**config.mk**
```make
export PLATFORM = sky130hd
export DESIGN_NAME = gronsfeld_char_shift_flat
export DESIGN_NICKNAME = d
export VERILOG_FILES = /design/src/rtl/core/gcs_pkg.sv /design/src/rtl/core/gcs_if.sv /design/src/rtl/core/gronsfeld_char_shift.sv /design/src/flat_wrapper.sv
export SDC_FILE = /design/constraint.sdc
export NUM_CORES = 1
export LEC_CHECK = 0
export BUFFER_PORTS_ARGS = -buffer_cell sky130_fd_sc_hd__buf_2
export CAP_MARGIN = 10
export CELL_PAD_IN_SITES_DETAIL_PLACEMENT = 1
export CELL_PAD_IN_SITES_GLOBAL_PLACEMENT = 1
export CORE_MARGIN = 2
export CORE_UTILIZATION = 45
export CTS_CLUSTER_DIAMETER = 150
export DETAILED_ROUTE_END_ITERATION = 10
export MAX_ROUTING_LAYER = met4
export PLACE_DENSITY = 0.87
export RECOVER_POWER = 100
export SETUP_SLACK_MARGIN = 0.3
export SYNTH_ARGS = -nofsm -noshare
export SYNTH_HDL_FRONTEND = slang
export SYNTH_SLANG_ARGS = --single-unit
```
**constraint.sdc**
```tcl
create_clock -name clk -period 10.1 [get_ports clk]
set_input_delay 1.01 -clock clk [delete_from_list [all_inputs] [get_ports clk]]
set_output_delay 1.01 -clock clk [all_outputs]
set_load 0.1 [all_outputs]
```
**src/rtl/core/gcs_pkg.sv**
```systemverilog
`default_nettype none

package gcs_pkg;

  localparam int unsigned MaxKeyDigits = 16;
  localparam int unsigned DigitWidth   = 4;
  localparam int unsigned PosWidth     = 4;
  localparam int unsigned LenWidth     = 5;
  localparam int unsigned CodeWidth    = 16;
  localparam int unsigned CfgWidth     = 64;
  localparam int unsigned CfgIdxWidth  = 2;

  typedef logic [CodeWidth-1:0]  code_t;
  typedef logic [DigitWidth-1:0] digit_t;
  typedef logic [PosWidth-1:0]   pos_t;
  typedef logic [LenWidth-1:0]   len_t;

  typedef enum logic [CfgIdxWidth-1:0] {
    REG_KEY_DIGITS = 2'd0,
    REG_KEY_LENGTH = 2'd1,
    REG_DIRECTION  = 2'd2
  } cfg_reg_t;

  localparam code_t UpperFirst   = 16'd65;
  localparam code_t UpperLast    = 16'd90;
  localparam code_t LowerFirst   = 16'd97;
  localparam code_t LowerLast    = 16'd122;
  localparam code_t CyrUpperBase = 16'd192;
  localparam code_t CyrLowerBase = 16'd224;
  localparam code_t CyrLast      = 16'd255;

  localparam logic [5:0] LatinSpan    = 6'd26;
  localparam logic [5:0] CyrillicSpan = 6'd32;

endpackage

`default_nettype wire

```
**src/rtl/core/gcs_if.sv**
```systemverilog
`default_nettype none

interface gcs_in_if import gcs_pkg::*; ();
  logic  valid;
  logic  ready;
  code_t char_code;
  logic  first_of_line;

  modport source (output valid, output char_code, output first_of_line, input ready);
  modport sink (input valid, input char_code, input first_of_line, output ready);
endinterface

interface gcs_out_if import gcs_pkg::*; ();
  logic  valid;
  logic  ready;
  code_t out_code;

  modport source (output valid, output out_code, input ready);
  modport sink (input valid, input out_code, output ready);
endinterface

`default_nettype wire

```
**src/rtl/core/gronsfeld_char_shift.sv**
```systemverilog
// An accepted input enters the input register, then its result the result register.
// Throughput: one character per cycle; the key position counter and the two-stage
// pipeline (input register, result register) advance together whenever the output is free.
// Reset (rst, synchronous): key_digits 0, key_length 1, direction encrypt, key position 0,
// and both pipeline stages empty.
`default_nettype none

module gronsfeld_char_shift import gcs_pkg::*; (
  input  wire logic                   clk,
  input  wire logic                   rst,
  input  wire logic                   cfg_we,
  input  wire logic [CfgIdxWidth-1:0] cfg_index,
  input  wire logic [CfgWidth-1:0]    cfg_wdata,
  gcs_in_if.sink                      in_ch,
  gcs_out_if.source                   out_ch
);

  logic [CfgWidth-1:0] key_digits;
  len_t                key_length;
  logic                direction;
  pos_t                key_position;

  // Stage one: captured character with its shift already selected.
  logic   v1;
  code_t  code1;
  digit_t shift1;
  logic   dir1;

  // Stage two: result register.
  logic  v2;
  code_t out_code;

  logic advance;
  logic in_accept;
  len_t len_eff;
  len_t pos_sel;
  len_t pos_inc;
  pos_t pos_next;
  digit_t shift_sel;
  code_t  result;

  function automatic logic is_letter(input code_t c);
    return ((c >= UpperFirst) && (c <= UpperLast)) ||
           ((c >= LowerFirst) && (c <= LowerLast)) ||
           ((c >= CyrUpperBase) && (c <= CyrLast));
  endfunction

  function automatic logic [4:0] wrap_off(input logic [4:0] off, input logic [5:0] span,
                                          input digit_t s, input logic dec);
    logic [5:0] t;
    t = dec ? ({1'b0, off} + span - {2'b00, s}) : ({1'b0, off} + {2'b00, s});
    if (t >= span) begin
      t = t - span;
    end
    return t[4:0];
  endfunction

  assign advance   = !v2 || out_ch.ready;
  assign in_ch.ready = advance;
  assign in_accept = in_ch.valid && advance;

  always_comb begin
    if (key_length == '0) begin
      len_eff = len_t'(1);
    end else if (key_length > len_t'(MaxKeyDigits)) begin
      len_eff = len_t'(MaxKeyDigits);
    end else begin
      len_eff = key_length;
    end
    pos_sel = in_ch.first_of_line ? '0 : {1'b0, key_position};
    if (pos_sel >= len_eff) begin
      pos_sel = '0;
    end
    shift_sel = key_digits[pos_sel[PosWidth-1:0]*DigitWidth +: DigitWidth];
    pos_inc   = pos_sel + len_t'(1);
    pos_next  = (pos_inc >= len_eff) ? '0 : pos_inc[PosWidth-1:0];
  end

  always_comb begin
    result = code1;
    if ((code1 >= UpperFirst) && (code1 <= UpperLast)) begin
      result = UpperFirst + code_t'(wrap_off(5'(code1 - UpperFirst), LatinSpan, shift1, dir1));
    end else if ((code1 >= LowerFirst) && (code1 <= LowerLast)) begin
      result = LowerFirst + code_t'(wrap_off(5'(code1 - LowerFirst), LatinSpan, shift1, dir1));
    end else if ((code1 >= CyrUpperBase) && (code1 < CyrLowerBase)) begin
      result = CyrUpperBase + code_t'(wrap_off(code1[4:0], CyrillicSpan, shift1, dir1));
    end else if ((code1 >= CyrLowerBase) && (code1 <= CyrLast)) begin
      result = CyrLowerBase + code_t'(wrap_off(code1[4:0], CyrillicSpan, shift1, dir1));
    end
  end

  always_ff @(posedge clk) begin
    if (rst) begin
      key_digits <= '0;
      key_length <= len_t'(1);
      direction  <= 1'b0;
    end else if (cfg_we) begin
      case (cfg_reg_t'(cfg_index))
        REG_KEY_DIGITS: key_digits <= cfg_wdata;
        REG_KEY_LENGTH: key_length <= cfg_wdata[LenWidth-1:0];
        REG_DIRECTION:  direction  <= cfg_wdata[0];
        default: ;
      endcase
    end
  end

  always_ff @(posedge clk) begin
    if (rst) begin
      key_position <= '0;
      v1           <= 1'b0;
      v2           <= 1'b0;
    end else if (advance) begin
      v1 <= in_ch.valid;
      v2 <= v1;
      if (in_ch.valid) begin
        key_position <= pos_next;
      end
    end
  end

  always_ff @(posedge clk) begin
    if (in_accept) begin
      code1  <= in_ch.char_code;
      shift1 <= shift_sel;
      dir1   <= direction;
    end
    if (advance && v1) begin
      out_code <= result;
    end
  end

  assign out_ch.valid    = v2;
  assign out_ch.out_code = out_code;

  a_first_restarts: assert property (@(posedge clk) disable iff (rst)
    !rst && in_accept && in_ch.first_of_line |=>
      key_position == ((len_eff == len_t'(1)) ? pos_t'(0) : pos_t'(1)))
    else $error("key position did not restart on first character of line");

  a_passthrough: assert property (@(posedge clk) disable iff (rst)
    !rst && v1 && advance && !is_letter(code1) |=> out_code == $past(code1))
    else $error("non-letter code was altered");

  a_accept_fills: assert property (@(posedge clk) disable iff (rst)
    !rst && in_accept |=> v1)
    else $error("accepted transaction lost from first stage");

endmodule

`default_nettype wire

```
**src/flat_wrapper.sv**
```systemverilog
// flat-port wrapper written by rule: the top's interface ports become plain ports
module gronsfeld_char_shift_flat import gcs_pkg::*;
  (clk, rst, cfg_we, cfg_index, cfg_wdata, in_ch_valid, in_ch_char_code, in_ch_first_of_line, in_ch_ready, out_ch_valid, out_ch_out_code, out_ch_ready);
  gcs_in_if in_ch_i ();
  gcs_out_if out_ch_i ();
  input  wire logic clk;
  input  wire logic rst;
  input  wire logic cfg_we;
  input  wire logic [CfgIdxWidth-1:0] cfg_index;
  input  wire logic [CfgWidth-1:0] cfg_wdata;
  input wire logic [$bits(in_ch_i.valid)-1:0] in_ch_valid;
  input wire logic [$bits(in_ch_i.char_code)-1:0] in_ch_char_code;
  input wire logic [$bits(in_ch_i.first_of_line)-1:0] in_ch_first_of_line;
  output wire logic [$bits(in_ch_i.ready)-1:0] in_ch_ready;
  output wire logic [$bits(out_ch_i.valid)-1:0] out_ch_valid;
  output wire logic [$bits(out_ch_i.out_code)-1:0] out_ch_out_code;
  input wire logic [$bits(out_ch_i.ready)-1:0] out_ch_ready;
  assign in_ch_i.valid = in_ch_valid;
  assign in_ch_i.char_code = in_ch_char_code;
  assign in_ch_i.first_of_line = in_ch_first_of_line;
  assign in_ch_ready = in_ch_i.ready;
  assign out_ch_valid = out_ch_i.valid;
  assign out_ch_out_code = out_ch_i.out_code;
  assign out_ch_i.ready = out_ch_ready;
  gronsfeld_char_shift u_core (.clk(clk), .rst(rst), .cfg_we(cfg_we), .cfg_index(cfg_index), .cfg_wdata(cfg_wdata), .in_ch(in_ch_i), .out_ch(out_ch_i));
endmodule
```
## Yosys cells after proc, flatten, opt, wreduce, memory -nomap -nowiden

Cells that the tools add are included.

| word-level totals | value |
|---|---|
| output and inout bits | 18 |
| register bits after elaboration | 113 |

| operators by class | value |
|---|---|
| add/subtract/negate cells | 19 |
| equality and inequality tests | 2 |
| magnitude comparators | 14 |
| reduce and logical (&&, ||, !) cells | 14 |
| mux-type cells | 25 |
| shift operators | 1 |

Operator list:

| kind | number |
|---|---|
| $mux 5 | 16 |
| $mux 16 | 4 |
| $shiftx 64x7->4 | 1 |
| $ge 16x7->1 const B | 2 |
| $ge 16x8->1 const B | 2 |
| $le 16x7->1 const B | 2 |
| $add 5x4->6 | 3 |
| $add 8x5->9 const A | 2 |
| $mux 6 | 3 |
| $sub 6x4->6 | 3 |
| $add 7x5->8 const A | 2 |
| $le 16x8->1 const B | 1 |
| $lt 16x8->1 const B | 1 |
| $sub 5x1->5 const B | 3 |
| $add 5x5->6 const B | 2 |
| $ge 6x5->1 const B | 2 |
| $ge 5x5->1 | 2 |
| $sub 5x5->5 const B | 2 |
| $mux 4 | 2 |
| $reduce_and 2->1 | 4 |
| $add 5x6->6 const B | 1 |
| $ge 6x6->1 const B | 1 |
| $logic_and 1x1->1 | 6 |
| $add 5x1->5 const B | 1 |
| 7 further kinds | 7 |

## Logic depth before layout (Yosys ltp)

Gate-level depths: netlist (run 1).

| depth | value |
|---|---|
| depth in word-level cells | 14 |
| gate-level depth with buffers | 21 |

## Worst setup path after synthesis (run 1)

OpenSTA, ideal clock, no wires.

| timing | value |
|---|---|
| kind | in2reg |
| start | input port in_ch_first_of_line |
| end | register u_core.key_position[1] |
| stages on the path | 21 |
| buffers on the path | 3 |
| required time | 10034 ps |
| setup slack | 5512 ps |
| arrival time | 4522 ps |
| cell sequence | nor2b_1 -> inv_1 -> clkbuf_1 -> ha_1 -> nand2b_1 -> a21o_1 -> a21o_1 -> a21oi_2 -> o21ai_1 -> buf_2 -> buf_1 -> inv_1 -> ha_1 -> xnor2_1 -> ha_1 -> nor2b_1 -> o21ai_0 -> nand2b_1 -> a211oi_1 -> a22oi_1 -> nor2_1 |

| on the way | value |
|---|---|
| word-level cells in the longest chain between the ends | 6 |

Ends and longest elaborated chain:

| what | line | RTL |
|---|---|---|
| start, declared | flat_wrapper.sv:13 | `input wire logic [$bits(in_ch_i.first_of_line)-1:0] in_ch_first_of_line;` |
| $mux 4 * | gronsfeld_char_shift.sv:70 | `pos_sel = in_ch.first_of_line ? '0 : {1'b0, key_position};` |
| $ge 5x5->1 | gronsfeld_char_shift.sv:71 | `if (pos_sel >= len_eff) begin` |
| $mux 5 * | gronsfeld_char_shift.sv:71 |  |
| $add 5x1->5 * | gronsfeld_char_shift.sv:75 | `pos_inc = pos_sel + len_t'(1);` |
| $ge 5x5->1 | gronsfeld_char_shift.sv:76 | `pos_next = (pos_inc >= len_eff) ? '0 : pos_inc[PosWidth-1:0];` |
| $mux 4 * | gronsfeld_char_shift.sv:76 |  |
| end signal, assigned | gronsfeld_char_shift.sv:116 | `key_position <= pos_next;` |
| end, declared | gronsfeld_char_shift.sv:21 | `pos_t key_position;` |

Mark *: on every way between the ends. The rest lies on a longest branch, timed or not.
A chain may end at the register's enable or synchronous reset.

## Worst setup path after layout (run 1)

| timing | value |
|---|---|
| start | input port in_ch_first_of_line |
| end | register u_core.key_position[3] |

Same word-level chain as after synthesis.

==> metrics.cfg, run 1 <==
[outcome]
status=finished with violations
violations=max-capacitance violations, max-slew violations

[synthesis]
yosysSeqAreaShare_pct=43.9
ys_top_cells_by_area=dfxtp_1, edfxtp_1, nand2_1
avgSynthCellArea_sq_um=8.70
async_flop_share_pct=0
ys_ff_latch=113
synth_edf_count=37
syn_inst=690
synth_nets=815
synth_top_area_share_pct=25.3
mappedNetlistArea_sq_um=6000
synth-warning-count=0
synth_cell_types=62
yosys.area.top_type=dfxtp_1
synth_flop_cell=dfxtp_1

[floorplan]
num_io_pins=106
dieArea_sq_um=14300
start_util_pct=45.7
die_y_um=120
die_w_um=120
num_rows=42
core_sq_um=13100

[global_routing]
grt-ovfl-total=0
grt_max_degree=77
grt_pass1_wl_mm=28.0
grt_pass1_vias=5782
grt_antenna_before_repair=0
track_usage_pct=25.7

[critical_path]
crit_path_max_incr_delay_ps=1710
arrival_ps=6640
end_kind=flip-flop
crit_slowest_cell=o21ai_0
cpMostUsedCell=ha_1
path_depth=19
cp-start-kind=primary input
worstPathCellList=clkbuf_1 > nor2b_1 > inv_1 > ha_1 > nand2b_1 > a21o_1 > a21o_1 > a21oi_1 > o21ai_0 > inv_1 > ha_1 > xnor2_1 > ha_1 > nor2b_1 > o21ai_0 > nand2b_1 > a211oi_1 > a22oi_1 > nor2_1
cpLargestDelayFamily=compound AO/OA/AOI/OAI gates
critical_path.n_buffers_inverters=3
critPathKind=primary input to flip-flop
crit_path_max_fanout=17
rr_worst_depth=18
cp.required_ps=10410

[route]
wl_mm=17.3
wl_met3_um=586
drt-met1-wl_mm=7.07
routed_via_density=5.42
first_pass_iters=5
wl_per_cell_um=17.9
top_layer=met4
drt_iter0_drc=285
drcViolationCount=0
dr_wl_met2_mm=9.16
ant_nets=0
vias=5239

[sta]
fin_skew_ps=6.53
grt_setup_unrepaired=no
finalHoldViolations=0
fmax_ghz=0.158
period_share_pct=62.7
max-slew-margin-rel_pct=-112
slew_viol_final=92
setup_violations=0
fin_setup_tns_ps=0
worstMarginPinSlew_ps=3190
min_period_ps=6330

[clock_tree]
clk_pin_slew_ps=50
ctsLongestPathBuffers=2
clock-sinks=113
cts-root-buf=clkbuf_16
clkLatencyLatePin_ps=420
postCtsSetupBuffers=0
cts-resized-gates=0
ctsHoldBuffers=0
cts_tree=yes
htreeDepth=4
cts_buffers=17

[final_layout]
fillers=1573
fin_cells=966
area_delta_synth_final_pct=19.0
final_nets=902
n_antenna_cell=0
drive_above_1_share_pct=16.3

[pwr]
vdd_drop_max_uv=112
p_per_area_nw_per_um2=182
p_leak_uw=0.00287

[flow_run]
cap_violations=2

[min_path]
min_path_type=flip-flop to flip-flop
whs_path_depth=0

[placed_design]
hpwlAfterDp_mm=12.4
portBuffers=105
gp_congestion=0.866
placed_cells=933

## per-stage QoR
stage / area [sq um] / utilization, % / total power, uW / hold slack (ps) / setup WS (ps)
after floorplan: 6000 / - / 668 / 408 / 5510
after global placement: 6620 / 50.4 / 715 / 424 / 4930
after detailed placement: 6620 / 50.4 / 729 / 441 / 4430
after CTS: 7200 / 54.8 / 1310 / 450 / 4790
after global routing: 7140 / 54.4 / 1350 / 462 / 3360
final: 7140 / 54.4 / 1300 / 446 / 3770
## state kept, by name (all words and copies together), names as in the netlist
name and cells:
u_core.shift1 4, u_core.dir1 1, u_core.key_digits 64, u_core.key_position 4
u_core.direction 1, u_core.v1 1, u_core.out_ch.valid 1, u_core.code1 16
u_core.key_length 5, u_core.out_ch.out_code 16
## Yosys cell counts (8+ instances only)
cell type / instances
nand2_1: 169
a21oi_1: 85
nor3_1: 8
a211oi_1: 14
dfxtp_1: 76
inv_1: 28
clkbuf_1: 37
edfxtp_1: 37
mux2i_1: 22
ha_1: 33
nor2_1: 35
o21ai_0: 11
and2_1: 8
nor2b_1: 10
## placed cells by master, fill, tap and decap left out, types with 3 or more instances in the layout
cell type,n
a211oi_1,15
buf_2,81
clkinv_4,3
o21ai_0,12
o21ai_1,3
and3_1,6
fa_1,4
edfxtp_1,37
a22oi_1,7
o21bai_1,3
nor4_1,3
inv_1,28
nor2b_1,10
clkbuf_16,18
clkbuf_8,3
a211o_1,4
ha_1,33
and2_1,7
xor2_1,6
nand3b_1,3
mux2_2,4
a21o_1,3
buf_4,4
xnor2_1,7
nand2_1,169
nor3b_1,3
nand2b_1,7
clkbuf_1,29
dfxtp_1,76
a21oi_1,86
nand3_1,6
nor3_1,8
a31oi_1,5
nor2_1,35
mux2i_1,22
or2_2,3
## cell type report
type / instances / area [sq um] / area share [%]
multi-input cells: 507 / 3080 / 43.1
inverters: 28 / 105 / 1.47
flip-flops and latches: 113 / 2630 / 36.9
clock inverters: 7 / 72.6 / 1.02
well taps: 176 / 220 / 3.08
repair buffers: 110 / 529 / 7.41
clock buffers: 25 / 507 / 7.09
## metal layers
metal,vias up,global-route usage (%)
met1,2532,27.6
met2,125,46.1
met5,-,-
met4,0,11.5
met3,37,4.90
li1,2545,-
## path summary, 6_finish.rpt
path	from	to	slack, ps
worst max register to register	u_core.key_position[0]	u_core.key_position[3]	3960
worst min register to register	u_core.direction	u_core.dir1	450
worst min-delay path	u_core.direction	u_core.dir1	450
worst max-delay path	in_ch_first_of_line	u_core.key_position[3]	3770
## cells by family (layout without fill, tap and decap cells)
group           after synthesis  after routing  synth area share [%]
compound gates              155            155                  15.9
xor+xnor                     15             15                  2.44
fa+ha+maj                    37             37                  8.21
buf+inv                      70            170                  4.50
flops                       113            113                  43.9
mux                          27             27                  4.61
simple gates                273            273                  20.5
## where the power goes
part	total, uW	switching [uW]	internal (uW)
Combinational	214	136	78.3
Sequential	506	16.0	490
Clock	581	208	373
Total	1300	360	941
No activity file was read; power rests on OpenSTA's default activity.
==> run 2: changes to the inputs <==
--- a/config.mk
+++ b/config.mk
@@ -10,11 +10,11 @@
 export CELL_PAD_IN_SITES_DETAIL_PLACEMENT = 1
 export CELL_PAD_IN_SITES_GLOBAL_PLACEMENT = 1
 export CORE_MARGIN = 2
-export CORE_UTILIZATION = 45
+export CORE_UTILIZATION = 38
 export CTS_CLUSTER_DIAMETER = 150
 export DETAILED_ROUTE_END_ITERATION = 10
 export MAX_ROUTING_LAYER = met4
-export PLACE_DENSITY = 0.87
+export PLACE_DENSITY = 0.78
 export RECOVER_POWER = 100
 export SETUP_SLACK_MARGIN = 0.3
 export SYNTH_ARGS = -nofsm -noshare
==> constraint.sdc (replaced) <==
create_clock -name clk -period 5.7 [get_ports clk]
set_input_delay 0.57 -clock clk [delete_from_list [all_inputs] [get_ports clk]]
set_output_delay 0.57 -clock clk [all_outputs]
set_load 0.1 [all_outputs]
==> run 2 against run 1 <==
Against the previous run: combinational power increased by 76%; the flow still finishes with violations (max-capacitance violations, max-slew violations); clock skew rose by 1.9 ps; first-iteration DRC count decreased by 3.2%; flip-flop and latch count unchanged; count of clock-buffer cells in the layout shrank 4; final cell count grew 3.8%; non-clock buffer count up 2; utilization decreased by 7.0 points; register-to-register slack worse by 2800 ps.
==> metrics.cfg, run 2 (synthesis gave the netlist of run 1 again) <==
[clock_tree]
postCtsSetupBuffers=0
ctsLongestPathBuffers=2
cts_buffers=17
clk_pin_slew_ps=60
cts-resized-gates=0
clkLatencyLatePin_ps=420
cts-root-buf=clkbuf_16
htreeDepth=4
clock-sinks=113
ctsHoldBuffers=0
cts_tree=yes

[placed_design]
placed_cells=971
hpwlAfterDp_mm=12.2
portBuffers=105
pre_cts_ws_ps=1160
gp_congestion=0.939

[sta]
max-slew-margin-rel_pct=-120
min_period_ps=4560
period_share_pct=80.0
fmax_ghz=0.219
fin_setup_tns_ps=0
worstMarginPinSlew_ps=3300
grt_setup_unrepaired=no
setup_ws_ps=1140
finalHoldViolations=0
slew_viol_final=77
fin_skew_ps=8.41
setup_violations=0

[final_layout]
layout_commonest_cell=nand2_1
mostFrequentLayoutCells=nand2_1, a21oi_1, buf_2
area_delta_synth_final_pct=20.8
regMostFlops=u_core.key_digits
multiInputGateArea_sq_um=3080
top_regs=u_core.key_digits (64), u_core.code1 (16), u_core.out_ch.out_code (16)
final_util_pct=47.3
n_antenna_cell=0
regArea_sq_um=2630
largest_register_ffs=64
drive_above_1_share_pct=17.6
fin_cells=1003
fillers=1852
final_nets=904

[route]
routed_via_density=5.19
drcViolationCount=0
wl_mm=16.8
drt_iter0_drc=276
first_pass_iters=4
wl_per_cell_um=16.8
ant_nets=0
vias=5207

[min_path]
min_path_type=primary input to flip-flop
min-delay-start=in_ch_char_code[10]
whs_path_depth=1
hold_end=u_core.code1[10]

[floorplan]
num_rows=45
start_util_pct=39.2
dieArea_sq_um=16800
num_io_pins=106
die_w_um=130
die_y_um=130
core_sq_um=15300

[critical_path]
r2r-start=u_core.code1[1]
crit_path_max_fanout=9
reg2reg_to=u_core.out_ch.out_code[4]
arrival_ps=4700
critPathKind=flip-flop to flip-flop
cp-start-kind=flip-flop
reg2reg_slack_ps=1140
end_kind=flip-flop
cp.required_ps=5840
rr_worst_depth=18

[pwr]
p_sw_uw=660
p_leak_uw=0.00291
vdd_drop_max_uv=220
switching_share_pct=27.6
p_per_area_nw_per_um2=330
pwr-share-comb_pct=15.7
pwr-share-clk_pct=46.9
internal-power_uw=1730
seqPwrFrac_pct=37.4

[global_routing]
grt-ovfl-total=0
grt_pass1_wl_mm=27.5
grt_antenna_before_repair=0
grt_max_degree=77
track_usage_pct=21.8
grt_pass1_vias=5519

[outcome]
violations=max-capacitance violations, max-slew violations
status=finished with violations

[flow_run]
cap_violations=1

[run 2: critical path, cell delays in order (launching register included)]
cell and delay, ps:
edfxtp_1 530, inv_1 190, ha_1 380, inv_1 70, ha_1 300, ha_1 180
inv_1 60, fa_1 400, xnor2_1 150, nand2_1 130, o31ai_1 210, nand2_1 190
o21ai_0 230, xnor2_1 90, ha_1 210, nor4b_1 160, o32ai_1 470, xor2_1 220
a21oi_1 90
[run 2: cell type report]
class / instances / share of cell area (%)
Clock buffer: 21 / 6.51
Clock inverter: 11 / 2.04
Inverter: 28 / 1.45
Multi-Input combinational cell: 507 / 42.5
Sequential cell: 113 / 36.3
Tap cell: 211 / 3.64
Timing Repair Buffer: 112 / 7.58
[run 2: worst max-delay path by stage]
| stage | startpoint | to | slack [ps] |
|---|---|---|---|
| floorplan | in_ch_first_of_line | u_core.key_position[1] | 1550 |
| global placement | u_core.code1[1] | u_core.out_ch.out_code[4] | 1470 |
| detailed placement | in_ch_first_of_line | u_core.key_position[0] | 1160 |
| CTS | u_core.code1[1] | u_core.out_ch.out_code[4] | 1180 |
| global route | u_core.code1[1] | u_core.out_ch.out_code[4] | 770 |
| finish | u_core.code1[1] | u_core.out_ch.out_code[4] | 1140 |
[run 2: per-layer routing]
metal | global-route usage, % | share of wire [%] | vias up
met1 | 24.2 | 42 | 2511
met4 | 8.98 | 2.5 | 0
met3 | 4.02 | 3.4 | 31
li1 | - | - | 2550
met5 | - | 0 | -
met2 | 38.4 | 52 | 115
[run 2: metrics by stage]
step	hold slack (ps)	total power [uW]	area, sq um
6_report	331	2390	7250
4_1_cts	317	2420	7300
2_1_floorplan	408	1180	6000
3_5_place_dp	424	1290	6690
3_3_place_gp	420	1270	6690
5_1_grt	317	2490	7250
[run 2: power groups by stage]
| stage | combinational (uW) | clock (uW) | sequential (uW) |
|---|---|---|---|
| after floorplan | 243 | 0 | 941 |
| after global placement | 359 | 0 | 909 |
| after detailed placement | 381 | 0 | 912 |
| after CTS | 384 | 1140 | 895 |
| after global routing | 419 | 1170 | 899 |
| final | 376 | 1120 | 895 |
==> run 3: changes to the inputs <==
--- a/config.mk
+++ b/config.mk
@@ -10,11 +10,11 @@
 export CELL_PAD_IN_SITES_DETAIL_PLACEMENT = 1
 export CELL_PAD_IN_SITES_GLOBAL_PLACEMENT = 1
 export CORE_MARGIN = 2
-export CORE_UTILIZATION = 38
+export CORE_UTILIZATION = 42
 export CTS_CLUSTER_DIAMETER = 150
 export DETAILED_ROUTE_END_ITERATION = 10
 export MAX_ROUTING_LAYER = met4
-export PLACE_DENSITY = 0.78
+export PLACE_DENSITY = 0.82
 export RECOVER_POWER = 100
 export SETUP_SLACK_MARGIN = 0.3
 export SYNTH_ARGS = -nofsm -noshare
==> constraint.sdc (replaced) <==
create_clock -name clk -period 4.4 [get_ports clk]
set_input_delay 0.44 -clock clk [delete_from_list [all_inputs] [get_ports clk]]
set_output_delay 0.44 -clock clk [all_outputs]
set_load 0.1 [all_outputs]
==> run 3 against run 2 <==
Against the previous run: the run still ends with max-capacitance violations, max-slew violations left; maximum frequency rose by 12%; utilization rose by 5.1 points; register-to-register slack got worse by 820 ps; first-iteration DRC count rose by 9.1%; clock skew fell by 3.1 ps; global-route usage rose by 2.7 points; die area fell by 9.2%; critical path type unchanged; critical endpoint is now u_core.out_ch.out_code[5].
==> metrics.cfg, run 3 (synthesis gave the netlist of run 1 again) <==
[global_routing]
grt_pass1_vias=5680
grt-ovfl-total=0
grt_max_degree=77
track_usage_pct=24.4
grt_antenna_before_repair=0
grt_pass1_wl_mm=27.5

[final_layout]
final_nets=911
fin_cells=979
final_util_pct=52.5
layout_commonest_cell=nand2_1
design_area_sq_um=7310
mostFrequentLayoutCells=nand2_1, a21oi_1, buf_2
area_delta_synth_final_pct=21.8
fillers=1695
n_antenna_cell=0
largest_register_ffs=64
drive_above_1_share_pct=19.9
top_regs=u_core.key_digits (64), u_core.code1 (16), u_core.out_ch.out_code (16)
regMostFlops=u_core.key_digits

[pwr]
vdd_drop_max_uv=305
pwr-share-comb_pct=17.3
seqPwrFrac_pct=37.7
power_uw=3070
switching_share_pct=28.8
pwr-share-clk_pct=44.9
p_leak_uw=0.00296
p_sw_uw=883
internal-power_uw=2190
p_per_area_nw_per_um2=420

[route]
vias=5309
ant_nets=0
drcViolationCount=0
wl_mm=17.2
first_pass_iters=4
wl_per_cell_um=17.6
drt_iter0_drc=301
routed_via_density=5.42

[clock_tree]
ctsLongestPathBuffers=2
clkLatencyLatePin_ps=430
cts_buffers=17
clk_pin_slew_ps=60
ctsHoldBuffers=0
clock-sinks=113
htreeDepth=4
cts_tree=yes
cts-root-buf=clkbuf_16

[floorplan]
dieArea_sq_um=15300
num_rows=43
die_w_um=124
num_io_pins=106
die_y_um=124
core_sq_um=13900
start_util_pct=43.1

[placed_design]
hpwlAfterDp_mm=12.3
gp_congestion=0.870
placed_area_sq_um=6680
placed_cells=944
portBuffers=105

[critical_path]
crit_slowest_cell=fa_1
cpMostUsedCell=ha_1
arrival_ps=4260
cp.required_ps=4580
cpLargestDelayFamily=adder cells
critPathKind=flip-flop to flip-flop
worstPathCellList=inv_2 > ha_1 > inv_1 > ha_1 > ha_1 > inv_1 > fa_1 > mux2i_1 > inv_1 > ha_1 > nor3b_2 > and3_1 > a211oi_1 > a311o_1 > a22o_1
end_kind=flip-flop
crit_path_max_fanout=5
critical_path.n_buffers_inverters=4
cp-start-kind=flip-flop
crit_path_max_incr_delay_ps=430

[sta]
worstMarginPinSlew_ps=3360
setup_violations=0
slew_viol_final=77
period_share_pct=92.6
grt_setup_unrepaired=yes
fmax_ghz=0.245
fin_setup_tns_ps=0
min_period_ps=4080
finalHoldViolations=0
max-slew-margin-rel_pct=-124
fin_skew_ps=5.34

[outcome]
violations=max-capacitance violations, max-slew violations
status=finished with violations

[min_path]
min_path_type=primary input to flip-flop

[flow_run]
cap_violations=1

## run 3: worst paths after layout
| check | cells past startpoint | end | slack, ps | from |
|---|---|---|---|---|
| max reg2reg | 15 | u_core.out_ch.out_code[5] | 320 | u_core.code1[0] |
| max | 15 | u_core.out_ch.out_code[5] | 320 | u_core.code1[0] |
| min reg2reg | 2 | u_core.key_digits[38] | 450 | u_core.key_digits[38] |
| min | 1 | u_core.code1[8] | 190 | in_ch_char_code[8] |
## run 3: power by group through the flow
stage	Clock [uW]	Sequential (uW)	Combinational [uW]
finish	1380	1160	532
global route	1440	1160	587
CTS	1390	1160	530
detailed placement	0	1180	497
global placement	0	1180	475
floorplan	0	1220	314
## run 3: layout make-up
cell class	count	area [sq um]	area share [%]
Clock inverter	12	126	1.73
Tap cell	180	225	3.08
Timing Repair Buffer	119	597	8.16
Inverter	28	105	1.44
Sequential cell	113	2630	36.0
Multi-Input combinational cell	507	3170	43.3
Clock buffer	20	457	6.25
## run 3: routing by layer
| layer | track usage (%) | share of wire, % | wire (um) | up-vias |
|---|---|---|---|---|
| met1 | 25.3 | 41 | 7000 | 2568 |
| met5 | - | 0 | 0 | - |
| met4 | 11.5 | 3.0 | 515 | 0 |
| met3 | 6.32 | 4.0 | 692 | 44 |
| li1 | - | - | - | 2576 |
| met2 | 43.1 | 52 | 8980 | 121 |
## run 3: what timing repair did
action,in CTS,in global routing
endpoints found under the setup margin,4,9
pin swaps,1,0
setup buffers,3,0
gates resized for setup,11,8
## run 3: through the flow
stage          setup WS, ps  hold slack, ps
6_report                325             186
5_1_grt                83.2             172
4_1_cts                 332             177
3_5_place_dp           97.7             422
3_3_place_gp            300             420
2_1_floorplan           382             408
